--- config.mk ---
export PLATFORM = sky130hd
export DESIGN_NAME = sfr_calc
export DESIGN_NICKNAME = d
export VERILOG_FILES = /design/src/hw/rtl/sfr_pkg.sv /design/src/hw/rtl/sfr_calc.sv
export SDC_FILE = /design/constraint.sdc
export NUM_CORES = 1
export LEC_CHECK = 0
export ABC_AREA = 1
export BUFFER_PORTS_ARGS = -buffer_cell sky130_fd_sc_hd__buf_2
export CAP_MARGIN = 15
export CORE_MARGIN = 2
export CORE_UTILIZATION = 57
export CTS_CLUSTER_DIAMETER = 150
export DETAILED_ROUTE_END_ITERATION = 10
export PLACE_DENSITY = 0.92
export REMOVE_ABC_BUFFERS = 1
export SLEW_MARGIN = 20
export SYNTH_ARGS = -nofsm -noshare
export SYNTH_HDL_FRONTEND = slang
export SYNTH_SLANG_ARGS = --single-unit
--- constraint.sdc ---
create_clock -name clk -period 2.7 [get_ports clk]
set_clock_uncertainty 0.1 [all_clocks]
set_input_delay 0.54 -clock clk [delete_from_list [all_inputs] [get_ports clk]]
set_output_delay 0.54 -clock clk [all_outputs]
set_load 0.02 [all_outputs]
--- src/hw/rtl/sfr_pkg.sv ---
package sfr_pkg;

	localparam int MAX_WIDTH  = 1024;
	localparam int MAX_HEIGHT = 1024;

	localparam int SIZE_W    = 11;                  // size register width
	localparam int COL_W     = $clog2(MAX_WIDTH);   // column counter / line store address
	localparam int ROW_W     = SIZE_W;              // row counter runs to height + 1
	localparam int CFG_IDX_W = 2;
	localparam int CHAN_W    = 8;
	localparam int SUM_W     = 12;                  // holds 9 * 255 and 10 * 255

	localparam logic [CFG_IDX_W-1:0] REG_WIDTH  = CFG_IDX_W'(0);
	localparam logic [CFG_IDX_W-1:0] REG_HEIGHT = CFG_IDX_W'(1);

	localparam logic [SIZE_W-1:0] MIN_SIZE     = SIZE_W'(3);
	localparam logic [SIZE_W-1:0] WIDTH_RESET  = SIZE_W'(600);
	localparam logic [SIZE_W-1:0] HEIGHT_RESET = SIZE_W'(400);

	localparam logic [CHAN_W-1:0] CHAN_MAX = '1;

	// [2] red, [1] green, [0] blue
	typedef logic [2:0][CHAN_W-1:0] rgb_t;

	typedef struct packed {
		logic              cmd;
		logic [CHAN_W-1:0] red_in;
		logic [CHAN_W-1:0] green_in;
		logic [CHAN_W-1:0] blue_in;
	} pix_t;

	typedef struct packed {
		logic [CHAN_W-1:0] red_out;
		logic [CHAN_W-1:0] green_out;
		logic [CHAN_W-1:0] blue_out;
		logic              frame_end;
	} res_t;

	// one window column, top row first
	typedef struct packed {
		rgb_t top;
		rgb_t mid;
		rgb_t bot;
	} col_t;

	typedef struct packed {
		rgb_t upper;
		rgb_t middle;
	} line_t;

	typedef struct packed {
		logic valid;   // item updates line stores and window
		logic emit;    // item yields a result
		logic last;    // result closes the frame
		logic pass;    // border pixel, center goes out unchanged
	} ctl_t;

endpackage

--- src/hw/rtl/sfr_calc.sv ---
module sfr_calc (
	input  logic          clk,
	input  logic          arst_n,
	input  logic          adv,
	input  sfr_pkg::ctl_t ctl_s2,
	input  sfr_pkg::col_t left,
	input  sfr_pkg::col_t center,
	input  sfr_pkg::col_t right,
	output logic          out_valid,
	output sfr_pkg::res_t result
);
	import sfr_pkg::*;

	logic [2:0][SUM_W-1:0] sum9;
	logic [2:0][SUM_W-1:0] c10;
	logic [2:0][SUM_W-1:0] sum_s3;
	logic [2:0][SUM_W-1:0] c10_s3;
	rgb_t                  ctr_s3;
	ctl_t                  ctl_s3;
	logic [2:0][SUM_W:0]   diff;
	rgb_t                  sharp;
	rgb_t                  pix_o;

	always_comb begin
		for (int ch = 0; ch < 3; ch++) begin
			sum9[ch] = SUM_W'(left.top[ch]) + SUM_W'(left.mid[ch]) + SUM_W'(left.bot[ch])
				+ SUM_W'(center.top[ch]) + SUM_W'(center.mid[ch]) + SUM_W'(center.bot[ch])
				+ SUM_W'(right.top[ch]) + SUM_W'(right.mid[ch]) + SUM_W'(right.bot[ch]);
			c10[ch] = (SUM_W'(center.mid[ch]) << 3) + (SUM_W'(center.mid[ch]) << 1);
		end
	end

	always_ff @(posedge clk or negedge arst_n) begin
		if (!arst_n) begin
			ctl_s3 <= '0;
		end else if (adv) begin
			ctl_s3 <= ctl_s2;
		end
	end

	always_ff @(posedge clk) begin
		if (adv) begin
			sum_s3 <= sum9;
			c10_s3 <= c10;
			ctr_s3 <= center.mid;
		end
	end

	// 10*c - sum, clamped to the channel range
	always_comb begin
		for (int ch = 0; ch < 3; ch++) begin
			diff[ch] = {1'b0, c10_s3[ch]} - {1'b0, sum_s3[ch]};
			if (diff[ch][SUM_W]) begin
				sharp[ch] = '0;
			end else if (|diff[ch][SUM_W-1:CHAN_W]) begin
				sharp[ch] = CHAN_MAX;
			end else begin
				sharp[ch] = diff[ch][CHAN_W-1:0];
			end
		end
		pix_o = ctl_s3.pass ? ctr_s3 : sharp;
	end

	assign out_valid        = ctl_s3.valid && ctl_s3.emit;
	assign result.red_out   = pix_o[2];
	assign result.green_out = pix_o[1];
	assign result.blue_out  = pix_o[0];
	assign result.frame_end = ctl_s3.last;

endmodule
==> reports/results.txt <==
The run finished, with violations left. The checks that failed: negative setup slack. From synthesis to final layout, the design area changed by 42.7%. The max-slew violation count was 0.

The overall die height is 145 um. Most frequent cell after synthesis: sky130_fd_sc_hd__inv_1. Worst-case headroom to the max-slew limit: 53.3%.

The worst setup path is launched from an input port. The power density over cell area works out to 1530 nW/um^2. The run gives 0 as the number of antenna violations at the first check in global routing. The die covers 21000 sq um. The synthesized design spends more area on one cell type than any other, namely sky130_fd_sc_hd__fa_1. VDD sags by at most 1.06 mV. The capture point of the worst reg-to-reg path was ctl_s3[0]$_DFFE_PN0P_. The share of the synthesized area in the top cell type is 29.7%.

The final cell count without fillers was 1925; the number of unique standard cell types used by synthesis was 31. The via count of the first global-routing pass was 12100; the count of standard-cell rows was 51. In the global route stage, overall resource usage came out at 35.8%. In this run the worst setup path begins at right[59]. The routability congestion estimate is 0.908. Max-cap check violation count: 0. The tools report the starting utilization of the core area as 58.2%.

For the total congestion overflow after global routing, the log shows 0. Dividing the detail-routed via count by the number of cells gives 6.02. The logs give 1436 for the number of DRC markers in iteration 0 and 249 for the top-level port count. For this design the static power due to leakage is 8.10 nW. By area the synthesized netlist is led by sky130_fd_sc_hd__fa_1 (30%), sky130_fd_sc_hd__edfxtp_1 (23%), sky130_fd_sc_hd__inv_1 (12%). The run gives 91 as the clock net sink count. TritonCTS built the clock tree.

The clock-pin slew on the worst setup and hold paths works out to 0.07 ns. CTS placed an instance of sky130_fd_sc_hd__clkbuf_16 at the clock tree root. The endpoint required time on the critical path is 2.71 ns, and the peak fanout along the critical path is 3.

The detail route stage leaves a number of antenna-violating nets equal to 0. The share of flip-flops with an asynchronous set or reset was 4.40%. Of the synthesized area, sequential elements account for 23.9%. The via count is 11600, and the reg-to-reg setup timing slack is 1.72 ns. For the worst flop-to-flop path, the logic depth is 2. For the clock insertion delay at the later pin of the skew report, the log shows 0.35 ns. Path class of the lowest-slack min-delay path: input port to flip-flop.

For the finished layout, the period the worst path requires is 4.30 ns. The number of register bits inferred by synthesis was 91; the diode insertion count for antenna repair was 0. The run gives 0 as the post-route DRC violation count. The number of placed instances, taps included, is 1839. The logs give 0 for the number of hold-slack violations in the final timing report and 54 for the final count of negative-setup-slack endpoints. The startpoint identified for the worst register-to-register timing path is ctl_s3[0]$_DFFE_PN0P_.

The tools report the final worst setup slack as -1.60 ns. The first detailed-routing pass ran for 9 iterations. TritonCTS created 9 clock buffers. Fill cells in the final layout number 831. Along the worst hold path, the cell count comes to 2.

The final routed wire length divided by cell count came out at 23.7 um. The H-tree was split into 3 levels. The overall power is 24.7 mW, and the worst path arrival time is 4.31 ns. The most used flip-flop cell after synthesis is sky130_fd_sc_hd__edfxtp_1.

The post-synthesis cell area is 11300 sq um, and the die width is 145 um. The post-synthesis average cell area works out to 8.99 sq um. Counting instances in the post-synthesis netlist gives the leading cell types as sky130_fd_sc_hd__inv_1 (377), sky130_fd_sc_hd__nand2_1 (243), sky130_fd_sc_hd__fa_1 (168), sky130_fd_sc_hd__ha_1 (90), sky130_fd_sc_hd__edfxtp_1 (87). The worst hold path begins at ctl_s2[3].

The critical path start-end classification is input port to flip-flop. The logs give 19500 sq um for the placeable core region and 23100 um for the HPWL after detailed placement. Yosys mapped a number of flops with a built-in enable equal to 87. STA classifies the critical path endpoint as a flip-flop. Before CTS, the worst setup slack after placement is -1.91 ns. The path with the worst hold slack has its endpoint at ctl_s3[3]$_DFFE_PN0P_. Once layout is complete, the utilization of the core stands at 83.1%. Input and output buffers added on the ports amount to 248.

The logs give 0 for the Yosys warning count and 2136 for the number of nets in the layout. Wires add up to 45600 um. The clock passes through at most 2 buffers.

The count of mapped cells out of synthesis was 1260; the post-route fraction of the period consumed by the critical path was 159%. Fraction of final layout cells with drive strength greater than 1: 46.3%. Entering global routing, the biggest net connects 52 pins.

The first global-routing pass estimated 59100 um of wire. Setup repair after global routing could not meet its margin everywhere. At the pin with the least slew margin, the transition time is 0.700 ns. Static timing analysis puts the maximum clock frequency at 0.233 GHz.
==> final cells by class <==
class	instances	area, sq um	area share (%)
clock inverters	3	42.5	0.263
inverters	379	1440	8.92
flip-flops and latches	91	2710	16.8
clock buffers	13	240	1.49
repair buffers	388	2760	17.1
multi-input cells	786	8640	53.4
well taps	265	332	2.05
==> registers in the layout (all words and copies together) (netlist names) <==
name and cells:
c10_s3 27, ctl_s3 3, ctr_s3 24, result 1, sum_s3 36
==> cells by family (layout without fill, tap and decap cells) <==
group	Yosys count	after routing	synth area share, %
fa+ha+maj	258	258	39.6
xor+xnor	56	56	4.33
mux	3	3	0.298
buf+inv	383	783	12.7
simple gates	381	381	14.5
flops	91	91	23.9
compound gates	88	88	4.57
==> metrics by stage <==
| stage | hold WS (ns) | area [sq um] | TNS (ns) |
|---|---|---|---|
| after floorplan | 0.144 | 11300 | -34.33 |
| after global placement | 0.265 | 13400 | -42.70 |
| after detailed placement | 0.271 | 13400 | -45.28 |
| after CTS | 0.317 | 15300 | -32.11 |
| after global routing | 0.322 | 16200 | -51.81 |
| final | 0.316 | 16200 | -49.22 |
==> worst max-delay path, cell delays in order <==
cell and delay [ns]:
sky130_fd_sc_hd__buf_6 0.09, sky130_fd_sc_hd__fa_1 0.62, sky130_fd_sc_hd__fa_1 0.51, sky130_fd_sc_hd__fa_1 0.46, sky130_fd_sc_hd__inv_1 0.32, sky130_fd_sc_hd__fa_1 0.53
sky130_fd_sc_hd__inv_1 0.16, sky130_fd_sc_hd__ha_4 0.29, sky130_fd_sc_hd__a21oi_2 0.18, sky130_fd_sc_hd__o21ai_2 0.08, sky130_fd_sc_hd__buf_4 0.15, sky130_fd_sc_hd__a21oi_2 0.10
sky130_fd_sc_hd__nor2_1 0.05, sky130_fd_sc_hd__nor2_1 0.14, sky130_fd_sc_hd__xnor2_1 0.08
==> layer usage <==
| layer | part of all wire, % | global-route usage, % | wire, um |
|---|---|---|---|
| met5 | 0 | 0 | 0 |
| met4 | 11 | 23.4 | 5070 |
| met2 | 49 | 66.7 | 22300 |
| met3 | 11 | 6.57 | 4970 |
| met1 | 29 | 36.5 | 13200 |
==> cell usage in the layout (no fill, tap or decap), types with 16 or more instances in the layout <==
cell type                  count
sky130_fd_sc_hd__inv_1       299
sky130_fd_sc_hd__buf_2       202
sky130_fd_sc_hd__fa_1        152
sky130_fd_sc_hd__nand2_1     132
sky130_fd_sc_hd__buf_4       104
sky130_fd_sc_hd__nand2_2     101
sky130_fd_sc_hd__edfxtp_1     87
sky130_fd_sc_hd__buf_6        75
sky130_fd_sc_hd__inv_2        73
sky130_fd_sc_hd__ha_1         50
sky130_fd_sc_hd__xor2_1       43
sky130_fd_sc_hd__nand3_2      41
sky130_fd_sc_hd__ha_4         39
sky130_fd_sc_hd__a21oi_1      34
sky130_fd_sc_hd__nand2_4      23
sky130_fd_sc_hd__nor2_1       20
sky130_fd_sc_hd__a21oi_2      17
sky130_fd_sc_hd__fa_2         16
==> power breakdown <==
part / total (mW) / switching [mW] / internal (mW)
clock network: 1.33 / 0.607 / 0.721
registers: 2.65 / 0.252 / 2.40
logic: 20.7 / 11.5 / 9.25
==> timing repair <==
action / 4_1_cts / 5_1_grt
endpoints found under the hold margin: 4 / 0
pin swaps: 130 / 125
setup buffers: 35 / 43
gates resized for setup: 333 / 181
endpoints found under the setup margin: 54 / 55
hold buffers: 1 / 0
==> how the worst max path moves through the flow <==
| stage | slack [ns] | endpoint | depth (start not counted) |
|---|---|---|---|
| after floorplan | -1.58 | sum_s3[32]$_DFFE_PP_ | 13 |
| after global placement | -1.88 | sum_s3[20]$_DFFE_PP_ | 16 |
| after detailed placement | -1.91 | sum_s3[32]$_DFFE_PP_ | 15 |
| final | -1.60 | sum_s3[20]$_DFFE_PP_ | 15 |
| after global routing | -1.60 | sum_s3[9]$_DFFE_PP_ | 18 |
| after CTS | -1.18 | sum_s3[20]$_DFFE_PP_ | 18 |
No activity file was read; power rests on OpenSTA's default activity.
