==> src/hw/rtl/sfr_pkg.sv <==
package sfr_pkg;

	localparam int MAX_WIDTH  = 1024;
	localparam int MAX_HEIGHT = 1024;

	localparam int SIZE_W    = 11;                  // size register width
	localparam int COL_W     = $clog2(MAX_WIDTH);   // column counter / line store address
	localparam int ROW_W     = SIZE_W;              // row counter runs to height + 1
	localparam int CFG_IDX_W = 2;
	localparam int CHAN_W    = 8;
	localparam int SUM_W     = 12;                  // holds 9 * 255 and 10 * 255

	localparam logic [CFG_IDX_W-1:0] REG_WIDTH  = CFG_IDX_W'(0);
	localparam logic [CFG_IDX_W-1:0] REG_HEIGHT = CFG_IDX_W'(1);

	localparam logic [SIZE_W-1:0] MIN_SIZE     = SIZE_W'(3);
	localparam logic [SIZE_W-1:0] WIDTH_RESET  = SIZE_W'(600);
	localparam logic [SIZE_W-1:0] HEIGHT_RESET = SIZE_W'(400);

	localparam logic [CHAN_W-1:0] CHAN_MAX = '1;

	// [2] red, [1] green, [0] blue
	typedef logic [2:0][CHAN_W-1:0] rgb_t;

	typedef struct packed {
		logic              cmd;
		logic [CHAN_W-1:0] red_in;
		logic [CHAN_W-1:0] green_in;
		logic [CHAN_W-1:0] blue_in;
	} pix_t;

	typedef struct packed {
		logic [CHAN_W-1:0] red_out;
		logic [CHAN_W-1:0] green_out;
		logic [CHAN_W-1:0] blue_out;
		logic              frame_end;
	} res_t;

	// one window column, top row first
	typedef struct packed {
		rgb_t top;
		rgb_t mid;
		rgb_t bot;
	} col_t;

	typedef struct packed {
		rgb_t upper;
		rgb_t middle;
	} line_t;

	typedef struct packed {
		logic valid;   // item updates line stores and window
		logic emit;    // item yields a result
		logic last;    // result closes the frame
		logic pass;    // border pixel, center goes out unchanged
	} ctl_t;

endpackage

==> src/hw/rtl/sfr_col_cell.sv <==
module sfr_col_cell (
	input  logic          clk,
	input  logic          arst_n,
	input  logic          en,
	input  sfr_pkg::col_t col_in,
	output sfr_pkg::col_t col_q
);
	import sfr_pkg::*;

	always_ff @(posedge clk or negedge arst_n) begin
		if (!arst_n) begin
			col_q <= '0;
		end else if (en) begin
			col_q <= col_in;
		end
	end

endmodule

==> config.mk <==
export PLATFORM = sky130hd
export DESIGN_NAME = sfr_col_cell
export DESIGN_NICKNAME = d
export VERILOG_FILES = /design/src/hw/rtl/sfr_pkg.sv /design/src/hw/rtl/sfr_col_cell.sv
export SDC_FILE = /design/constraint.sdc
export NUM_CORES = 1
export LEC_CHECK = 0
export BUFFER_PORTS_ARGS = -buffer_cell sky130_fd_sc_hd__buf_2
export CORE_MARGIN = 2
export CORE_UTILIZATION = 35
export CTS_CLUSTER_SIZE = 8
export DETAILED_ROUTE_END_ITERATION = 6
export GPL_ROUTABILITY_DRIVEN = 0
export PLACE_DENSITY = 0.62
export SYNTH_ARGS = -nofsm -noshare
export SYNTH_HDL_FRONTEND = slang
export SYNTH_SLANG_ARGS = --single-unit
==> constraint.sdc <==
create_clock -name clk -period 1.1 [get_ports clk]
set_input_delay 0.055 -clock clk [delete_from_list [all_inputs] [get_ports clk]]
set_output_delay 0.055 -clock clk [all_outputs]
set_load 0.03 [all_outputs]
==> results of run 1 <==
-- area by class of cell --
cell class,count,share of cell area
Timing Repair Buffer,226,0.333
Tap cell,105,0.0276
Sequential cell,72,0.379
Clock buffer,11,0.0276
Multi-Input combinational cell,72,0.226
Clock inverter,5,0.00711
-- worst max-delay path by stage --
stage                     end  cells after the start
floorplan            col_q[0]                      1
global placement    col_q[47]                      3
detailed placement  col_q[39]                      3
CTS                 col_q[58]                      1
global route        col_q[54]                      1
finish              col_q[69]                      1
-- through the flow --
step                      cells  utilization  cell area, µm²
after global routing        491        0.573            4750
after global placement      402        0.465            3860
final                       491        0.573            4750
after CTS                   491        0.573            4750
after floorplan             152            -            3030
after detailed placement    402        0.465            3860
-- logic make-up (layout without fill, tap and decap cells) --
| logic type | after synthesis | after routing | synth area share |
|---|---|---|---|
| DFF | 72 | 72 | 0.595 |
| buffers and inverters | 8 | 242 | 0.0500 |
| muxes | 72 | 72 | 0.355 |
-- cells in the final DEF (no fill, tap or decap), drive strengths merged --
| cell type | count |
|---|---|
| clkinvlp | 2 |
| dfrtp | 72 |
| clkinv | 3 |
| clkbuf | 11 |
| dlygate4sd3 | 73 |
| buf | 153 |
| mux2 | 72 |
-- where the power goes --
part	total (µW)	internal, µW	switching (µW)
sequential	3060	2910	152
combinational	1820	868	948
clock	1780	816	967
total	6660	4600	2070
-- synth_stat cells --
master	n
mux2_2	2
mux2_4	70
buf_12	7
buf_6	1
dfrtp_1	72
-- metal layers --
metal	global-route usage	wire, µm	vias to the layer above
li1	-	-	985
met4	0.0758	160	0
met1	0.201	3190	1017
met5	0	0	-
met3	0.0434	523	17
met2	0.261	3670	100
==> flow_metrics.tcl, run 1 <==
set metrics [dict create \
    num_vias 2119 \
    antenna_found_initial 0 \
    dp_hpwl_mm 4.50 \
    post_cts_buffers 0 \
    num_io_pins 147 \
    powerDensity_nw_per_um2 1400 \
    hold_depth 2 \
    finalHoldViolCount 0 \
    drt_iter0_markers 28 \
    core_um2 8300 \
    cts_max_level 3 \
    drcViolationCount 0 \
    cp_data_arrival_time_ps 920 \
    cts-hold-fix-buffers 73 \
    avgSynthCellArea_um2 19.9 \
    synth_top_cell_area_share 0.595 \
    fin_setup_tns_ps 0 \
    cap_viol_max_count 0 \
    drive_gt1_frac 0.619 \
    numPortBuffers 146 \
    cts_resized 0 \
    hold_slack_ps 150 \
    setup_slack_ps 124 \
    slew_violations 0 \
    crit_family "flip-flops" \
    tightest_slew_ps 380 \
    synth_cell_types 5 \
    status "finished clean" \
    hp-start "en" \
    viasPerCell 4.32 \
    multi_input_area_um2 1070 \
    reg_top3 "col_q (72)" \
    required_ps 1040 \
    rsz0062_at_grt "no" \
    fin_nets 456 \
    dp_slack_ps 145 \
    antenna_cells 0 \
    fin_skew_ps 0 \
    syn_to_final_growth_pct 57.0 \
    vdd_ir_drop_max_mv 0.599 \
    firstDrtPassIters 4 \
    r2r_slack_ps 300 \
    largest_reg_flops 72 \
    worst-setup-path-type "flip-flop to output pin" \
    crit_start "col_q[69]" \
    rows 33 \
    regMostFlops "col_q" \
    worstHoldEndpoint "col_q[54]" \
    grt_pass1_wl_mm 12.1 \
    cts_max_path_buffers 2 \
    first_global_vias 2415 \
    min_period_over_period 0.888 \
    maxSlewHeadroom 0.747 \
    crit_path_max_incr_delay_ps 410 \
    synth.largest_area_cell "dfrtp_1" \
    die_h_um 97.0 \
    timing.final.crit_period_ps 976 \
    cellLeakagePower_uw 0.00244 \
    ys_seq_area_frac 0.595 \
    max_clock_freq_mhz 1020 \
    clk_latency_ps 320 \
    numCtsBuffers 9 \
    syn_inst 152 \
    grt.overflow.total 0 \
    clk_pin_slew_ps 80 \
    cts_tree "done" \
    initial_utilization 0.365 \
    synthesis.area_um2 3030 \
    drt_wl_total_mm 7.54 \
    ys_top_cells_by_area "dfrtp_1, mux2_4, buf_12, mux2_2, buf_6" \
    clock-sinks 72 \
    yosysWarnings 0 \
    regArea_um2 1800 \
    dieArea_um2 9410 \
    cp_num_buf_inv 1 \
    r2r-start "col_q[13]" \
    start_kind "flip-flop" \
    slowest_stage "dfrtp_1" \
    syn_nets 227 \
    die_w_um 97.0 \
    worst_setup_path_end_kind "output pin" \
    power.total_uw 6660 \
    ant_nets 0 \
    n_fill_cell 640 \
    grt_max_degree 73 \
    final-setup-viol-count 0 \
    ys_ff_latch 72 \
    r2r_end "col_q[13]" \
    crit_chain "buf_2" \
    wl_per_cell_um 15.4 \
    crit_fanout 2 \
    grt_use_total 0.161 \
    ff2ff_path_depth 1 \
    root_buffer "clkbuf_8" \
    hp-class "primary input to flip-flop" \
]
(Power assumes the default switching activity.)
==> inputs of run 2 (changes only) <==
--- a/config.mk
+++ b/config.mk
@@ -6,12 +6,13 @@
 export NUM_CORES = 1
 export LEC_CHECK = 0
 export BUFFER_PORTS_ARGS = -buffer_cell sky130_fd_sc_hd__buf_2
+export CORE_ASPECT_RATIO = 1.4
 export CORE_MARGIN = 2
-export CORE_UTILIZATION = 35
+export CORE_UTILIZATION = 49
 export CTS_CLUSTER_SIZE = 8
 export DETAILED_ROUTE_END_ITERATION = 6
 export GPL_ROUTABILITY_DRIVEN = 0
-export PLACE_DENSITY = 0.62
+export PLACE_DENSITY = 0.82
 export SYNTH_ARGS = -nofsm -noshare
 export SYNTH_HDL_FRONTEND = slang
 export SYNTH_SLANG_ARGS = --single-unit
==> flow_metrics.tcl, run 2 (same netlist as run 1, synthesis figures left out) <==
set metrics [dict create \
    die_h_um 97.0 \
    grt_use_total 0.248 \
    required_ps 1040 \
    clk_pin_slew_ps 90 \
    tightest_slew_ps 371 \
    cts_resized 0 \
    grt_pass1_wl_mm 12.9 \
    viasPerCell 4.67 \
    hp-start "en" \
    worst_setup_path_end_kind "output pin" \
    min_period_over_period 0.902 \
    numCtsBuffers 9 \
    cap_viol_max_count 0 \
    power.total_uw 7180 \
    reg_top3 "col_q (72)" \
    antenna_found_initial 2 \
    crit_fanout 2 \
    r2r_end "col_q[26]" \
    powerDensity_nw_per_um2 1510 \
    final_cell_mix "buf_2, dlygate4sd3_1, dfrtp_1" \
    finalHoldViolCount 0 \
    fin_setup_tns_ps 0 \
    regMostFlops "col_q" \
    core_um2 5900 \
    largest_reg_flops 72 \
    drt_iter0_markers 54 \
    hp-class "primary input to flip-flop" \
    numPortBuffers 146 \
    r2r_slack_ps 310 \
    rows 33 \
    drcViolationCount 0 \
    crit_cells 1 \
    vdd_ir_drop_max_mv 1.23 \
    r2r-start "col_q[26]" \
    rsz0062_at_grt "no" \
    clock-sinks 72 \
    crit_chain "buf_2" \
    fin_cells 458 \
    syn_to_final_growth_pct 57.1 \
    regArea_um2 1800 \
    firstDrtPassIters 4 \
    num_io_pins 147 \
    cellLeakagePower_uw 0.00246 \
    cts_max_path_buffers 2 \
    drive_gt1_frac 0.622 \
    start_kind "flip-flop" \
    cts-hold-fix-buffers 73 \
    slew_violations 0 \
    fin_nets 456 \
    fin_skew_ps 0 \
    dp_hpwl_mm 4.72 \
    first_global_vias 2431 \
    crit_family "flip-flops" \
    clk_latency_ps 340 \
    maxSlewHeadroom 0.752 \
    initial_utilization 0.513 \
    place_inst 367 \
    n_fill_cell 311 \
    status "finished clean" \
    cts_tree "done" \
    dieArea_um2 6830 \
    slowest_stage "dfrtp_1" \
    timing.final.crit_period_ps 992 \
    drt_wl_total_mm 8.00 \
    multi_input_area_um2 1070 \
    ant_nets 0 \
    root_buffer "clkbuf_8" \
    crit_path_max_incr_delay_ps 370 \
    die_w_um 70.4 \
    worstHoldEndpoint "col_q[25]" \
    post_cts_buffers 0 \
    grt.overflow.total 0 \
    worst-setup-path-type "flip-flop to output pin" \
    hold_depth 2 \
    final-setup-viol-count 0 \
    mostFrequentLayoutCell "buf_2" \
    cp_data_arrival_time_ps 940 \
    num_vias 2140 \
    cp_num_buf_inv 1 \
    max_clock_freq_mhz 1010 \
    grt_max_degree 73 \
    wl_per_cell_um 17.5 \
    ff2ff_path_depth 1 \
    cts_max_level 3 \
]
-- run 2: worst max-delay path by stage --
stage,slack [ps],from,endpoint
detailed placement,160,en,col_q[2]
global route,70,col_q[28],col_q[28]
CTS,100,col_q[10],col_q[10]
finish,110,col_q[10],col_q[10]
floorplan,210,col_q[0],col_q[0]
global placement,180,en,col_q[60]
-- run 2: report_power, final --
| part | leakage [µW] | internal, µW | switching (µW) |
|---|---|---|---|
| Combinational | 0.00152 | 863 | 966 |
| Sequential | 0.000842 | 2910 | 154 |
| Clock | 0.000103 | 1290 | 998 |
-- run 2: through the flow --
| step | setup slack [ps] | hold WS [ps] | cell area (µm²) | util |
|---|---|---|---|---|
| after floorplan | 211 | -241 | 3030 | - |
| after global placement | 181 | 104 | 3800 | 0.643 |
| after detailed placement | 157 | 109 | 3800 | 0.643 |
| after CTS | 104 | 114 | 4750 | 0.804 |
| after global routing | 67.3 | 139 | 4750 | 0.805 |
| final | 108 | 130 | 4750 | 0.805 |
-- run 2: cell type report --
class,count,area share
Timing Repair Buffer,226,0.329
Tap cell,70,0.0184
Sequential cell,72,0.379
Clock inverter,6,0.0195
Clock buffer,10,0.0268
Multi-Input combinational cell,72,0.226
Antenna cell,2,0.00105
-- run 2: per-layer routing --
metal	global-route usage	routed length, µm	vias to the layer above
li1	-	-	989
met1	0.291	2990	1025
met2	0.415	4200	95
met3	0.0406	393	31
met4	0.154	418	0
met5	0	0	-
==> inputs of run 3 (changes only) <==
--- a/config.mk
+++ b/config.mk
@@ -5,10 +5,14 @@
 export SDC_FILE = /design/constraint.sdc
 export NUM_CORES = 1
 export LEC_CHECK = 0
+export ABC_CLOCK_PERIOD_IN_PS = 1100
 export BUFFER_PORTS_ARGS = -buffer_cell sky130_fd_sc_hd__buf_2
+export CAP_MARGIN = 20
+export CELL_PAD_IN_SITES_DETAIL_PLACEMENT = 0
+export CELL_PAD_IN_SITES_GLOBAL_PLACEMENT = 1
 export CORE_ASPECT_RATIO = 1.4
 export CORE_MARGIN = 2
-export CORE_UTILIZATION = 49
+export CORE_UTILIZATION = 39
 export CTS_CLUSTER_SIZE = 8
 export DETAILED_ROUTE_END_ITERATION = 6
 export GPL_ROUTABILITY_DRIVEN = 0
==> flow_metrics.tcl, run 3 (same netlist as run 1, synthesis figures left out) <==
set metrics [dict create \
    viasPerCell 4.48 \
    core_um2 7650 \
    crit_path_max_incr_delay_ps 370 \
    drive_gt1_frac 0.623 \
    cts_max_level 3 \
    num_io_pins 147 \
    vdd_ir_drop_max_mv 0.728 \
    start_kind "flip-flop" \
    dieArea_um2 8490 \
    hold_depth 2 \
    drcViolationCount 0 \
    regMostFlops "col_q" \
    crit_family "flip-flops" \
    antenna_found_initial 0 \
    worst_setup_path_end_kind "output pin" \
    r2r_slack_ps 310 \
    fin_skew_ps 0 \
    fin_nets 455 \
    drt_wl_total_mm 7.43 \
    reg_top3 "col_q (72)" \
    mostFrequentLayoutCell "buf_2" \
    hp-start "en" \
    cts_tree "done" \
    die_w_um 78.5 \
    grt_max_degree 73 \
    slowest_stage "dfrtp_1" \
    min_period_over_period 0.893 \
    drt_iter0_markers 82 \
    timing.final.crit_period_ps 983 \
    root_buffer "clkbuf_8" \
    fin_setup_tns_ps 0 \
    clk_latency_ps 330 \
    post_cts_buffers 0 \
    cp_num_buf_inv 1 \
    cap_viol_max_count 0 \
    rsz0062_at_grt "no" \
    final_cell_mix "buf_2, dlygate4sd3_1, dfrtp_1" \
    cellLeakagePower_uw 0.00245 \
    numCtsBuffers 9 \
    tightest_slew_ps 369 \
    maxSlewHeadroom 0.754 \
    worst-setup-path-type "flip-flop to output pin" \
    numPortBuffers 146 \
    num_vias 2173 \
    power.total_uw 6960 \
    hp-class "primary input to flip-flop" \
    cp_data_arrival_time_ps 930 \
    ff2ff_path_depth 1 \
    grt_use_total 0.184 \
    max_clock_freq_mhz 1020 \
    syn_to_final_growth_pct 57.1 \
    die_h_um 108 \
    dpl-instance-area_um2 3820 \
    crit_chain "buf_2" \
    initial_utilization 0.395 \
    final-setup-viol-count 0 \
    powerDensity_nw_per_um2 1460 \
    grt.overflow.total 0 \
    final_cell_area_um2 4760 \
    antenna_cells 0 \
    rows 38 \
    wl_per_cell_um 15.3 \
    finalHoldViolCount 0 \
    firstDrtPassIters 4 \
    worstHoldEndpoint "col_q[21]" \
    final_util 0.621 \
    ant_nets 0 \
    cts_max_path_buffers 2 \
    status "finished clean" \
    slew_violations 0 \
    required_ps 1040 \
    r2r-start "col_q[22]" \
    grt_pass1_wl_mm 11.8 \
    r2r_end "col_q[22]" \
    first_global_vias 2363 \
    largest_reg_flops 72 \
    dp_hpwl_mm 4.28 \
    clock-sinks 72 \
    crit_fanout 2 \
    clk_pin_slew_ps 70 \
]
==> run 3: cell count changes in the layout (fill, tap and decap cells not counted), sizes merged <==
cell | before | now
diode | 2 | 0
buf | 153 | 152
bufinv | 2 | 1
clkbuf | 10 | 11
clkinv | 1 | 2
inv | 1 | 0
==> run 3: what timing repair did <==
item / 4_1_cts / 5_1_grt
gates resized for setup: 0 / 0
hold buffers: 73 / 0
endpoints found under the hold margin: 144 / 0
==> run 3: power by group <==
group / total (µW) / switching, µW / internal (µW)
Clock: 2100 / 941 / 1160
Combinational: 1800 / 940 / 857
Sequential: 3060 / 150 / 2910
==> run 3: layer usage <==
layer,vias up,track usage,share of wire
met4,0,0.107,0.032
met3,18,0.0284,0.047
li1,989,-,-
met5,-,0,0
met1,1068,0.209,0.38
met2,98,0.326,0.54
==> run 3: layout make-up <==
cell class / instances / area [µm²]
clock buffer: 11 / 151
clock inverter: 5 / 55.1
fill: 581 / 2900
multi-input combinational: 72 / 1070
sequential: 72 / 1800
tap: 100 / 125
timing repair buffer: 225 / 1550
==> run 3: how the worst max path moves through the flow <==
| stage | from | to | slack, ps | cells past startpoint |
|---|---|---|---|---|
| 2_1_floorplan | col_q[0] | col_q[0] | 210 | 1 |
| 3_3_place_gp | en | col_q[15] | 140 | 3 |
| 3_5_place_dp | en | col_q[35] | 130 | 3 |
| 4_1_cts | col_q[22] | col_q[22] | 100 | 1 |
| 5_1_grt | col_q[22] | col_q[22] | 80 | 1 |
| 6_report | col_q[67] | col_q[67] | 120 | 1 |
==> run 3: per-stage QoR <==
step	hold WS [ps]	instances	setup WS [ps]
global placement	90.7	396	142
CTS	105	485	98.5
detailed placement	101	396	130
global route	125	485	77.2
floorplan	-241	152	211
finish	131	485	117
